===== config.mk =====
export PLATFORM = sky130hd
export DESIGN_NAME = packet_header_parse_fnv_check
export DESIGN_NICKNAME = d
export VERILOG_FILES = /design/src/design/phpfc_pkg.sv /design/src/design/phpfc_ctrl.sv /design/src/design/phpfc_dp.sv /design/src/design/packet_header_parse_fnv_check.sv
export SDC_FILE = /design/constraint.sdc
export NUM_CORES = 1
export LEC_CHECK = 0
export BUFFER_PORTS_ARGS = -buffer_cell sky130_fd_sc_hd__buf_2
export CELL_PAD_IN_SITES_DETAIL_PLACEMENT = 1
export CELL_PAD_IN_SITES_GLOBAL_PLACEMENT = 1
export CORE_MARGIN = 2
export CORE_UTILIZATION = 25
export DETAILED_ROUTE_END_ITERATION = 7
export MAX_ROUTING_LAYER = met4
export PLACE_DENSITY_LB_ADDON = 0.3
export SYNTH_ARGS = -nofsm -noshare
export SYNTH_HDL_FRONTEND = slang
export SYNTH_SLANG_ARGS = --single-unit
export TNS_END_PERCENT = 1

===== constraint.sdc =====
create_clock -name clk -period 13.25 [get_ports clk]
set_input_delay 1.9875 -clock clk [delete_from_list [all_inputs] [get_ports clk]]
set_output_delay 1.9875 -clock clk [all_outputs]
set_load 0.02 [all_outputs]

===== src/design/phpfc_pkg.sv =====
// Shared types, constants and the FNV-1a fold for the packet header parser.
// Used by phpfc_ctrl, phpfc_dp and packet_header_parse_fnv_check; no dependencies.
package phpfc_pkg;

    localparam int unsigned BYTE_W     = 8;
    localparam int unsigned WORD_W     = 32;
    localparam int unsigned COUNT_W    = 33;
    localparam int unsigned POS_W      = 4;
    localparam int unsigned STATUS_W   = 3;
    localparam int unsigned M_TDATA_W  = 24;

    localparam logic [POS_W-1:0] HDR_BYTES   = 4'd14;
    localparam logic [POS_W-1:0] POS_VERSION = 4'd4;
    localparam logic [POS_W-1:0] POS_TYPE    = 4'd5;
    localparam logic [POS_W-1:0] POS_LENGTH  = 4'd6;
    localparam logic [POS_W-1:0] POS_CHECK   = 4'd10;

    localparam logic [WORD_W-1:0]  MAGIC_WORD  = 32'h4f52544d;
    localparam logic [WORD_W-1:0]  FNV_BASIS   = 32'd2166136261;
    localparam logic [COUNT_W-1:0] COUNT_MAX   = {COUNT_W{1'b1}};
    localparam logic [BYTE_W-1:0]  VERSION_RST = 8'd1;

    localparam logic [STATUS_W-1:0] STATUS_OK        = 3'd0;
    localparam logic [STATUS_W-1:0] STATUS_TRUNCATED = 3'd1;
    localparam logic [STATUS_W-1:0] STATUS_BAD_MAGIC = 3'd2;
    localparam logic [STATUS_W-1:0] STATUS_BAD_VER   = 3'd3;
    localparam logic [STATUS_W-1:0] STATUS_BAD_LEN   = 3'd4;
    localparam logic [STATUS_W-1:0] STATUS_BAD_SUM   = 3'd5;

    localparam logic KIND_PAYLOAD = 1'b0;
    localparam logic KIND_VERDICT = 1'b1;

    // Commands from the controller to the datapath.
    typedef struct packed {
        logic take;          // input transaction accepted this cycle
        logic fold_version;  // second header fold: the version byte
        logic load_verdict;  // load the verdict into the output register
    } ctrl_cmd_t;

    // Status from the datapath to the controller.
    typedef struct packed {
        logic at_type;       // the next header byte is the type byte
        logic out_free;      // output register empty or draining this cycle
    } dp_status_t;

    // One FNV-1a step. The prime is 2^24 + 403, so the product reduces to shifts and adds.
    function automatic logic [WORD_W-1:0] fnv_fold(input logic [WORD_W-1:0] h,
                                                  input logic [BYTE_W-1:0] b);
        logic [WORD_W-1:0] x;
        begin
            x = h ^ {{(WORD_W-BYTE_W){1'b0}}, b};
            fnv_fold = (x << 24) + (x << 8) + (x << 7) + (x << 4) + (x << 1) + x;
        end
    endfunction

endpackage


===== src/design/phpfc_ctrl.sv =====
// Controller state machine for the packet header parser.
// Depends on phpfc_pkg; drives the datapath phpfc_dp through command signals.
module phpfc_ctrl (
    input  logic                   clk,
    input  logic                   rst_n,
    input  logic                   s_tvalid,
    input  logic                   s_tlast,
    output logic                   s_tready,
    input  phpfc_pkg::dp_status_t  dp_status,
    output phpfc_pkg::ctrl_cmd_t   cmd
);
    import phpfc_pkg::*;

    typedef enum logic [2:0] {
        S_IDLE = 3'b001,
        S_FOLD = 3'b010,
        S_VERD = 3'b100
    } state_t;

    state_t state_reg, state_next;
    logic   fin_reg, fin_next;
    logic   accept;

    assign s_tready = (state_reg == S_IDLE) && dp_status.out_free;
    assign accept   = s_tvalid && s_tready;

    always_comb
    begin
        state_next       = state_reg;
        fin_next         = fin_reg;
        cmd.take         = 1'b0;
        cmd.fold_version = 1'b0;
        cmd.load_verdict = 1'b0;
        case (state_reg)
            S_IDLE:
            begin
                cmd.take = accept;
                if (accept)
                begin
                    fin_next = s_tlast;
                    if (dp_status.at_type)
                        state_next = S_FOLD;
                    else if (s_tlast)
                        state_next = S_VERD;
                end
            end
            S_FOLD:
            begin
                cmd.fold_version = 1'b1;
                state_next       = fin_reg ? S_VERD : S_IDLE;
            end
            S_VERD:
            begin
                if (dp_status.out_free)
                begin
                    cmd.load_verdict = 1'b1;
                    state_next       = S_IDLE;
                end
            end
            default:
            begin
                state_next = S_IDLE;
            end
        endcase
    end

    always_ff @(posedge clk or negedge rst_n)
    begin
        if (!rst_n)
        begin
            state_reg <= S_IDLE;
            fin_reg   <= 1'b0;
        end
        else
        begin
            state_reg <= state_next;
            fin_reg   <= fin_next;
        end
    end

`ifndef SYNTH
    // The second fold always directly follows the transaction that carried the type byte.
    a_fold_after_type: assert property (@(posedge clk) disable iff (!rst_n)
        cmd.fold_version |-> $past(cmd.take) && $past(dp_status.at_type))
        else $error("version fold without a preceding type byte");

    // Input is never taken while a verdict is still owed.
    a_no_take_in_verdict: assert property (@(posedge clk) disable iff (!rst_n)
        (state_reg == S_VERD) |-> !s_tready)
        else $error("input accepted while verdict pending");
`endif

endmodule


===== src/design/phpfc_dp.sv =====
// Datapath for the packet header parser: header fields, FNV-1a hash, payload
// counter, verdict logic and the output register. Depends on phpfc_pkg.
module phpfc_dp (
    input  logic                   clk,
    input  logic                   rst_n,
    input  phpfc_pkg::ctrl_cmd_t   cmd,
    output phpfc_pkg::dp_status_t  dp_status,
    input  logic [7:0]             s_tdata,
    input  logic                   s_tlast,
    input  logic                   cfg_wr_en,
    input  logic [7:0]             cfg_wr_data,
    input  logic                   m_tready,
    output logic                   m_tvalid,
    output logic [23:0]            m_tdata,
    output logic                   m_tuser,
    output logic                   m_tlast
);
    import phpfc_pkg::*;

    logic [BYTE_W-1:0]   exp_ver_reg;
    logic [POS_W-1:0]    pos_reg, pos_next;
    logic [WORD_W-1:0]   magic_reg, magic_next;
    logic [BYTE_W-1:0]   ver_reg, ver_next;
    logic [BYTE_W-1:0]   type_reg, type_next;
    logic [WORD_W-1:0]   len_reg, len_next;
    logic [WORD_W-1:0]   sum_reg, sum_next;
    logic [WORD_W-1:0]   hash_reg, hash_next;
    logic [COUNT_W-1:0]  count_reg, count_next;

    logic                out_valid_reg, out_valid_next;
    logic                out_kind_reg, out_kind_next;
    logic [BYTE_W-1:0]   out_byte_reg, out_byte_next;
    logic [BYTE_W-1:0]   out_type_reg, out_type_next;
    logic [STATUS_W-1:0] out_status_reg, out_status_next;
    logic                out_last_reg, out_last_next;

    logic                in_header;
    logic                take_payload;
    logic [STATUS_W-1:0] verdict_status;
    logic [BYTE_W-1:0]   verdict_type;

    assign in_header    = (pos_reg < HDR_BYTES);
    assign take_payload = cmd.take && !in_header;

    assign dp_status.at_type  = (pos_reg == POS_TYPE);
    assign dp_status.out_free = !out_valid_reg || m_tready;

    // Checks in priority order; the header position is already final here.
    always_comb
    begin
        verdict_type = type_reg;
        if (in_header)
        begin
            verdict_status = STATUS_TRUNCATED;
            verdict_type   = '0;
        end
        else if (magic_reg != MAGIC_WORD)
            verdict_status = STATUS_BAD_MAGIC;
        else if (ver_reg != exp_ver_reg)
            verdict_status = STATUS_BAD_VER;
        else if (count_reg != {1'b0, len_reg})
            verdict_status = STATUS_BAD_LEN;
        else if (hash_reg != sum_reg)
            verdict_status = STATUS_BAD_SUM;
        else
            verdict_status = STATUS_OK;
    end

    always_comb
    begin
        pos_next   = pos_reg;
        magic_next = magic_reg;
        ver_next   = ver_reg;
        type_next  = type_reg;
        len_next   = len_reg;
        sum_next   = sum_reg;
        hash_next  = hash_reg;
        count_next = count_reg;

        if (cmd.take)
        begin
            if (in_header)
            begin
                if (pos_reg < POS_VERSION)
                    magic_next = {s_tdata, magic_reg[WORD_W-1:BYTE_W]};
                else if (pos_reg == POS_VERSION)
                    ver_next = s_tdata;
                else if (pos_reg == POS_TYPE)
                begin
                    type_next = s_tdata;
                    hash_next = fnv_fold(hash_reg, s_tdata);
                end
                else if (pos_reg < POS_CHECK)
                    len_next = {s_tdata, len_reg[WORD_W-1:BYTE_W]};
                else
                    sum_next = {s_tdata, sum_reg[WORD_W-1:BYTE_W]};
                pos_next = pos_reg + 4'd1;
            end
            else
            begin
                hash_next = fnv_fold(hash_reg, s_tdata);
                if (count_reg != COUNT_MAX)
                    count_next = count_reg + 33'd1;
            end
        end
        else if (cmd.fold_version)
            hash_next = fnv_fold(hash_reg, ver_reg);
        else if (cmd.load_verdict)
        begin
            pos_next   = '0;
            magic_next = '0;
            ver_next   = '0;
            type_next  = '0;
            len_next   = '0;
            sum_next   = '0;
            hash_next  = FNV_BASIS;
            count_next = '0;
        end
    end

    always_comb
    begin
        out_valid_next  = out_valid_reg && !m_tready;
        out_kind_next   = out_kind_reg;
        out_byte_next   = out_byte_reg;
        out_type_next   = out_type_reg;
        out_status_next = out_status_reg;
        out_last_next   = out_last_reg;
        if (take_payload)
        begin
            out_valid_next  = 1'b1;
            out_kind_next   = KIND_PAYLOAD;
            out_byte_next   = s_tdata;
            out_type_next   = '0;
            out_status_next = STATUS_OK;
            out_last_next   = !s_tlast;
        end
        else if (cmd.load_verdict)
        begin
            out_valid_next  = 1'b1;
            out_kind_next   = KIND_VERDICT;
            out_byte_next   = '0;
            out_type_next   = verdict_type;
            out_status_next = verdict_status;
            out_last_next   = 1'b1;
        end
    end

    always_ff @(posedge clk or negedge rst_n)
    begin
        if (!rst_n)
        begin
            exp_ver_reg   <= VERSION_RST;
            pos_reg       <= '0;
            magic_reg     <= '0;
            ver_reg       <= '0;
            type_reg      <= '0;
            len_reg       <= '0;
            sum_reg       <= '0;
            hash_reg      <= FNV_BASIS;
            count_reg     <= '0;
            out_valid_reg <= 1'b0;
        end
        else
        begin
            if (cfg_wr_en)
                exp_ver_reg <= cfg_wr_data;
            pos_reg       <= pos_next;
            magic_reg     <= magic_next;
            ver_reg       <= ver_next;
            type_reg      <= type_next;
            len_reg       <= len_next;
            sum_reg       <= sum_next;
            hash_reg      <= hash_next;
            count_reg     <= count_next;
            out_valid_reg <= out_valid_next;
        end
    end

    always_ff @(posedge clk)
    begin
        out_kind_reg   <= out_kind_next;
        out_byte_reg   <= out_byte_next;
        out_type_reg   <= out_type_next;
        out_status_reg <= out_status_next;
        out_last_reg   <= out_last_next;
    end

    assign m_tvalid = out_valid_reg;
    assign m_tuser  = out_kind_reg;
    assign m_tlast  = out_last_reg;
    assign m_tdata  = {{(M_TDATA_W-2*BYTE_W-STATUS_W){1'b0}},
                       out_status_reg, out_type_reg, out_byte_reg};

`ifndef SYNTH
    a_pos_range: assert property (@(posedge clk) disable iff (!rst_n)
        pos_reg <= HDR_BYTES)
        else $error("header position beyond header length");

    // The output register is only loaded when it is free.
    a_load_free: assert property (@(posedge clk) disable iff (!rst_n)
        (take_payload || cmd.load_verdict) |-> dp_status.out_free)
        else $error("output register overwritten");

    // A verdict always clears the per-packet state for the next packet.
    a_clear_after_verdict: assert property (@(posedge clk) disable iff (!rst_n)
        cmd.load_verdict |=> (pos_reg == '0) && (count_reg == '0) && (hash_reg == FNV_BASIS))
        else $error("packet state not cleared after verdict");

    a_verdict_ends_run: assert property (@(posedge clk) disable iff (!rst_n)
        (out_valid_reg && out_kind_reg == KIND_VERDICT) |-> out_last_reg)
        else $error("verdict item without run end");
`endif

endmodule


===== src/design/packet_header_parse_fnv_check.sv =====
// Top level of the packet header parser with FNV-1a check.
// Depends on phpfc_pkg, phpfc_ctrl and phpfc_dp.
//
//  channel | dir | handshake         | payload
//  --------+-----+-------------------+--------------------------------------------
//  s_      | in  | s_tvalid/s_tready | s_tdata = data_byte, s_tlast = final_byte
//  m_      | out | m_tvalid/m_tready | m_tdata, m_tuser = item_kind, m_tlast = run_end
//  cfg_    | in  | cfg_wr_en         | cfg_wr_data = expected_version
//
// A payload byte or a plain header byte is taken from S_IDLE; after the type byte the
// controller passes through S_FOLD, where the version byte is folded into the hash
// by the FNV fold. After a final byte the verdict is loaded from S_VERD.
// Reset is asynchronous, active low, and restores the FNV offset basis and version 1.
// A stalled output register holds back the input until it drains.
module packet_header_parse_fnv_check (
    input  logic        clk,
    input  logic        rst_n,
    input  logic        s_tvalid,
    output logic        s_tready,
    input  logic [7:0]  s_tdata,     // [7:0] data_byte
    input  logic        s_tlast,
    output logic        m_tvalid,
    input  logic        m_tready,
    output logic [23:0] m_tdata,     // [7:0] payload_byte, [15:8] packet_type,
                                     // [18:16] status, [23:19] zero
    output logic        m_tuser,     // [0] item_kind
    output logic        m_tlast,
    input  logic        cfg_wr_en,
    input  logic [7:0]  cfg_wr_data
);
    import phpfc_pkg::*;

    ctrl_cmd_t  cmd;
    dp_status_t dp_status;

    phpfc_ctrl u_ctrl (
        .clk       (clk),
        .rst_n     (rst_n),
        .s_tvalid  (s_tvalid),
        .s_tlast   (s_tlast),
        .s_tready  (s_tready),
        .dp_status (dp_status),
        .cmd       (cmd)
    );

    phpfc_dp u_dp (
        .clk         (clk),
        .rst_n       (rst_n),
        .cmd         (cmd),
        .dp_status   (dp_status),
        .s_tdata     (s_tdata),
        .s_tlast     (s_tlast),
        .cfg_wr_en   (cfg_wr_en),
        .cfg_wr_data (cfg_wr_data),
        .m_tready    (m_tready),
        .m_tvalid    (m_tvalid),
        .m_tdata     (m_tdata),
        .m_tuser     (m_tuser),
        .m_tlast     (m_tlast)
    );

endmodule


==> metrics.md, run 1 <==
| Metric | Value |
|---|---|
| Placer Congestion | `0.857` |
| Relative slew slack | `22.2%` |
| IO Port Bufs | `44` |
| Worst hold path type | `reg -> reg` |
| Crit path arrival time | `6900 ps` |
| Layout cells sized above 1 | `8.93%` |
| Top-count cell post-synth | `nand2_1` |
| Grt met1 use | `21.2%` |
| Vias in the first global route | `13800` |
| Final net count | `2083` |
| WL/cell | `19.1 um` |
| Area share of the largest cell type after synthesis | `26.7%` |
| Warnings, synthesis | `0` |
| Worst slew pin tran | `1160 ps` |
| Yosys reg bits | `215` |
| Unrepaired setup endpoints after global routing | `false` |
| Clock buffer depth | `3` |
| Commonest cells post-synth | `nand2_1 (262), inv_1 (205), o21ai_0 (180), dfrtp_1 (178), fa_1 (112)` |
| Pre-antenna DRT Iters | `5` |
| Clock root buffer | `clkbuf_16` |
| Post-CTS setup buffer count | `0` |
| Cell area after synthesis | `16700 um^2` |
| Cells after Synth | `1819` |
| Sink Count | `215` |
| Total routed wirelength | `52.0 mm` |
| Core box area | `65900 um^2` |
| Inserted Diodes | `0` |
| Global-route wire length before repair | `82.2 mm` |
| Ys async rst share | `90.2%` |
| Met3 Use GR | `2.33%` |
| Synth area leaders | `dfrtp_1 (27%), fa_1 (13%), ha_1 (8.2%)` |
| Tmin final | `6460 ps` |
| CTS clk-pin slew, worst paths | `60 ps` |
| Max Cap Violations | `0` |
| Worst Setup Start Kind | `input pin` |
| Cell variety after synth | `87` |
| Fin area | `18700 um^2` |
| Gates resized, CTS repair | `0` |
| CP Class | `in -> reg` |
| Skew final | `17.2 ps` |
| Via count | `12800` |
| Row cnt | `94` |
| Syn avg cell area | `9.17 um^2` |
| DRC viols | `0` |
| Prevailing post-synth register cell | `dfrtp_1` |
| Die ar. | `68800 um^2` |
| Largest register FFs | `33` |
| DP HPWL | `40.3 mm` |
| Data required, critical path | `13690 ps` |
| Die Span Y | `262 um` |
| Clock Latency Late Sink | `570 ps` |
| Initial antenna violation count | `1` |
| Grt peak-use layer | `met2` |
| Critical Path Fanout Max | `10` |
| CTS Buf Count | `25` |
| TNS Setup | `0 ps` |
| Maximum number of pins on one net before global-route repair | `69` |
| Seq/Total Area, Yosys | `32.3%` |
| Fmax | `155 MHz` |
| Die width | `262 um` |
| Post-cts hold buffer count | `0` |
| DRT iter0 DRCs | `667` |
| GRT Resource Usage Total | `15.5%` |
| Final setup fails | `0` |
| Post-DP Area | `17800 um^2` |
| GRT overflow | `0` |
| # IOs | `50` |
| Area grow syn2layout | `12.2%` |
| Antenna violation net count after detailed routing | `0` |
| Post-route clock period utilization | `48.8%` |
| Max Slew Vio Count | `0` |
| Post-synth EDFFs | `9` |
| Initial Util | `25.3%` |
| H-tree levels | `1` |
| Crit end category | `register` |
| Run status | `finished clean` |
| Final hold vios | `0` |
| Via/cell ratio | `4.72` |
| Largest area contributor in the synthesized netlist | `dfrtp_1` |
| Met2 Use GR | `24.5%` |
| CTS tree | `built` |
[path summary, 6_finish.rpt]
| path | start | to | slack, ps | cells past startpoint |
|---|---|---|---|---|
| worst max-delay path | s_tdata[5] | u_dp.hash_reg[30] | 6790 | 18 |
| worst min-delay path | u_dp.out_type_reg[1] | u_dp.out_type_reg[1] | 460 | 2 |
| worst max register to register | u_dp.hash_reg[4] | u_dp.hash_reg[30] | 7290 | 17 |
| worst min register to register | u_dp.out_type_reg[1] | u_dp.out_type_reg[1] | 460 | 2 |
| max in group asynchronous | rst_n | u_dp.hash_reg[3] | 10450 | 2 |
| min in group asynchronous | rst_n | u_dp.magic_reg[0] | 1410 | 1 |
[cells in the final DEF (no fill, tap or decap), types with 12 or more instances in the layout]
master / count
nand4_1: 16
dfrtp_1: 178
buf_4: 15
nand2_1: 262
or3_1: 12
and2_1: 12
xnor2_1: 88
dfstp_2: 16
a21oi_1: 79
ha_1: 109
nor3_1: 13
xor2_1: 99
fa_1: 112
nor4_1: 16
clkbuf_16: 25
nor2_1: 85
buf_2: 43
a21o_1: 24
dfxtp_1: 12
nand3_1: 31
o21ai_0: 180
inv_1: 205
[stage by stage]
step                util, %  instances  setup slack (ps)  hold WS (ps)
floorplan                 -       1823              6970           441
global placement       27.1       2677              6360           451
detailed placement     27.1       2677              6210           450
CTS                    28.4       2723              6780           465
global route           28.4       2723              6470           509
finish                 28.4       2723              6790           460
[cells by family (layout without fill, tap and decap cells)]
family | count (synthesis) | after routing | synth area share (%)
AND/OR/NAND/NOR | 517 | 517 | 14.5
XOR/XNOR | 188 | 188 | 9.91
flip-flops | 215 | 215 | 32.3
AO/OA/AOI/OAI | 392 | 392 | 14.5
multiplexers | 11 | 11 | 0.727
other | 1 | 5 | 0.0225
buffers and inverters | 274 | 310 | 6.47
adder cells (fa/ha/maj) | 221 | 221 | 21.6
[layer usage]
metal	share of wire, %	vias up	wire (um)
met2	46	181	24100
met3	3.7	64	1930
met1	48	6498	24800
met4	2.1	0	1080
li1	-	6097	-
met5	0	-	0
[final cells by class]
class / count / area [um^2]
fillers: 7705 / 47200
multi-input cells: 1334 / 10300
flip-flops and latches: 215 / 5390
well taps: 864 / 1080
inverters: 205 / 769
clock buffers: 34 / 699
repair buffers: 59 / 342
clock inverters: 12 / 179
[critical path, stage by stage]
cell	delay, ps
buf_2	130
xor2_1	780
xor2_1	140
ha_1	230
a21oi_1	180
fa_1	470
fa_1	510
inv_1	40
ha_1	400
nand2_1	160
a221oi_2	280
a221oi_4	140
a21oi_2	280
a2111oi_2	110
or3_1	440
o21ai_1	200
xor2_1	90
a221o_1	320
Power of run 1 is left out: the tool's default activity adds up to more than one toggle a clock period on the data nets, which glitch-free logic cannot reach.
==> run 2: changes to the inputs <==
--- a/config.mk
+++ b/config.mk
@@ -5,6 +5,7 @@
 export SDC_FILE = /design/constraint.sdc
 export NUM_CORES = 1
 export LEC_CHECK = 0
+export ABC_AREA = 1
 export BUFFER_PORTS_ARGS = -buffer_cell sky130_fd_sc_hd__buf_2
 export CELL_PAD_IN_SITES_DETAIL_PLACEMENT = 1
 export CELL_PAD_IN_SITES_GLOBAL_PLACEMENT = 1
==> constraint.sdc (replaced) <==
create_clock -name clk -period 5.9 [get_ports clk]
set_input_delay 0.885 -clock clk [delete_from_list [all_inputs] [get_ports clk]]
set_output_delay 0.885 -clock clk [all_outputs]
set_load 0.02 [all_outputs]
==> run 2 against run 1 <==
  * Register-to-register slack lost 6400 ps
  * Sequential share of layout area is 3.3 points lower
  * Synthesized cell count up 43%
  * Largest cell class unchanged
  * Highest routed layer unchanged
==> metrics.md, run 2 <==
| Metric | Value |
|---|---|
| Skew final | `20.6 ps` |
| Most frequent cells in the layout | `nand2_1 (710), inv_1 (491), nor2_1 (186), nand3_1 (180), dfrtp_1 (178)` |
| Unrepaired setup endpoints after global routing | `false` |
| Largest register FFs | `33` |
| Syn avg cell area | `7.23 um^2` |
| Clock root buffer | `clkbuf_16` |
| Cell area after synthesis | `18800 um^2` |
| Gates resized, CTS repair | `0` |
| Clock Latency Late Sink | `590 ps` |
| CP max-delay cell | `fa_1` |
| Run status | `finished clean` |
| CP Class | `reg -> reg` |
| Crit path top cell by count | `nand2_1` |
| Area grow syn2layout | `12.3%` |
| Clock buffer depth | `3` |
| DRT iter0 DRCs | `893` |
| Seq/Total Area, Yosys | `28.6%` |
| Final net count | `2889` |
| Largest area contributor in the synthesized netlist | `dfrtp_1` |
| Sink Count | `215` |
| Antenna violation net count after detailed routing | `0` |
| Final hold vios | `0` |
| Relative slew slack | `38.3%` |
| Total routed wirelength | `74.2 mm` |
| Layout cells sized above 1 | `6.56%` |
| Post-route clock period utilization | `85.3%` |
| Yosys reg bits | `215` |
| DRC viols | `0` |
| Top-count cell post-synth | `nand2_1` |
| Initial antenna violation count | `1` |
| Global-route wire length before repair | `113 mm` |
| Worst slew pin tran | `917 ps` |
| Via/cell ratio | `4.78` |
| Pre-antenna DRT Iters | `5` |
| Cells after Synth | `2601` |
| Crit end category | `register` |
| Post-cts hold buffer count | `0` |
| Core box area | `74400 um^2` |
| Worst Setup Start Kind | `register` |
| Post-CTS setup buffer count | `0` |
| Row cnt | `100` |
| Commonest cells post-synth | `nand2_1 (710), inv_1 (491), nor2_1 (186), nand3_1 (180), dfrtp_1 (178)` |
| GRT Resource Usage Total | `19.6%` |
| CTS tree | `built` |
| Die Span Y | `278 um` |
| Cell variety after synth | `47` |
| Area share of the largest cell type after synthesis | `23.7%` |
| DP HPWL | `60.2 mm` |
| Data required, critical path | `6370 ps` |
| Crit path arrival time | `5500 ps` |
| GRT overflow | `0` |
| Synth area leaders | `dfrtp_1 (24%), nand2_1 (14%), fa_1 (12%)` |
| Via count | `17400` |
| TNS Setup | `0 ps` |
| IO Port Bufs | `44` |
| Prevailing post-synth register cell | `dfrtp_1` |
| Ys async rst share | `90.2%` |
| Tmin final | `5030 ps` |
| Post-synth EDFFs | `9` |
| Critical path buffer and inverter count | `4` |
| Max incr delay on CP | `610 ps` |
| # IOs | `50` |
| Die ar. | `77400 um^2` |
| CP Cell Sequence | `xnor2_1 -> inv_1 -> fa_1 -> inv_1 -> fa_1 -> fa_1 -> inv_1 -> ha_1 -> nand2_1 -> nor2_1 -> inv_1 -> nor2_1 -> nand3_1 -> nand3_1 -> nand2_1 -> nand3_1 -> nand2_1 -> nand2_1 -> nand2_1` |
| Max Slew Vio Count | `0` |
| CTS clk-pin slew, worst paths | `60 ps` |
| WL/cell | `20.4 um` |
| Fmax | `199 MHz` |
| H-tree levels | `1` |
| Final setup fails | `0` |
| Commonest non-fill, non-tap cell in the layout | `nand2_1` |
| Critical Path Fanout Max | `6` |
| Warnings, synthesis | `0` |
| Vias in the first global route | `18700` |
| R2r setup slk | `870 ps` |
| Die width | `278 um` |
| Initial Util | `25.3%` |
| Maximum number of pins on one net before global-route repair | `122` |
| Top delay family on crit path | `adder cells` |
| CTS Buf Count | `28` |
| Placer Congestion | `0.930` |
| Max Cap Violations | `0` |
| Worst hold path type | `in -> async` |
## run 2: kinds of logic after synthesis
kind of cell,share of synthesized area (%)
flops,28.6
buf+inv,11.5
fa+ha+maj,19.2
xor+xnor,4.05
simple gates,26.8
compound gates,9.36
mux,0.359
other cells,0.0199
## run 2: worst paths after layout
kind	from	to	cells after the start
setup reg to reg	u_dp.hash_reg[1]	u_dp.hash_reg[27]	19
hold reg to reg	u_dp.out_status_reg[2]	u_dp.out_status_reg[2]	2
hold / removal	rst_n	u_dp.exp_ver_reg[5]	1
min in group clk	u_dp.out_status_reg[2]	u_dp.out_status_reg[2]	2
max in group asynchronous	rst_n	u_dp.count_reg[8]	2
setup / recovery	u_dp.hash_reg[1]	u_dp.hash_reg[27]	19
## run 2: stage by stage
step	area (um^2)	util (%)	hold slack (ps)	std cells	setup slack (ps)
after floorplan	18800	-	453	2605	1550
after global placement	20200	27.1	452	3585	296
after detailed placement	20200	27.1	453	3585	397
after CTS	21100	28.4	321	3637	796
after global routing	21100	28.4	345	3638	576
final	21100	28.4	309	3639	868
## run 2: worst register-to-register path: stages, from the launching register on
cell     delay, ps
dfrtp_1        470
xnor2_1        560
inv_1          360
fa_1           620
inv_1           60
fa_1           500
fa_1           580
inv_1           60
ha_1           390
nand2_1        140
nor2_1         190
inv_1           70
nor2_1         140
nand3_1        150
nand3_1        120
nand2_1         50
nand3_1        170
nand2_1        150
nand2_1         80
nand2_1         60
## run 2: metal layers
metal / wire length (um) / global-route usage, % / part of all wire [%]
met5: 0 / - / 0
met3: 2260 / 1.08 / 3.0
met2: 35300 / 32.6 / 48
met4: 2160 / 5.45 / 2.9
met1: 34500 / 26.0 / 47
## run 2: final cells by class
class / count / area (um^2)
flip-flops and latches: 215 / 5390
multi-input cells: 1829 / 11300
repair buffers: 71 / 444
clock inverters: 12 / 123
well taps: 969 / 1210
fillers: 9195 / 53300
inverters: 501 / 1880
diodes: 2 / 5.00
clock buffers: 40 / 806
Power of run 2 is left out for the same reason.
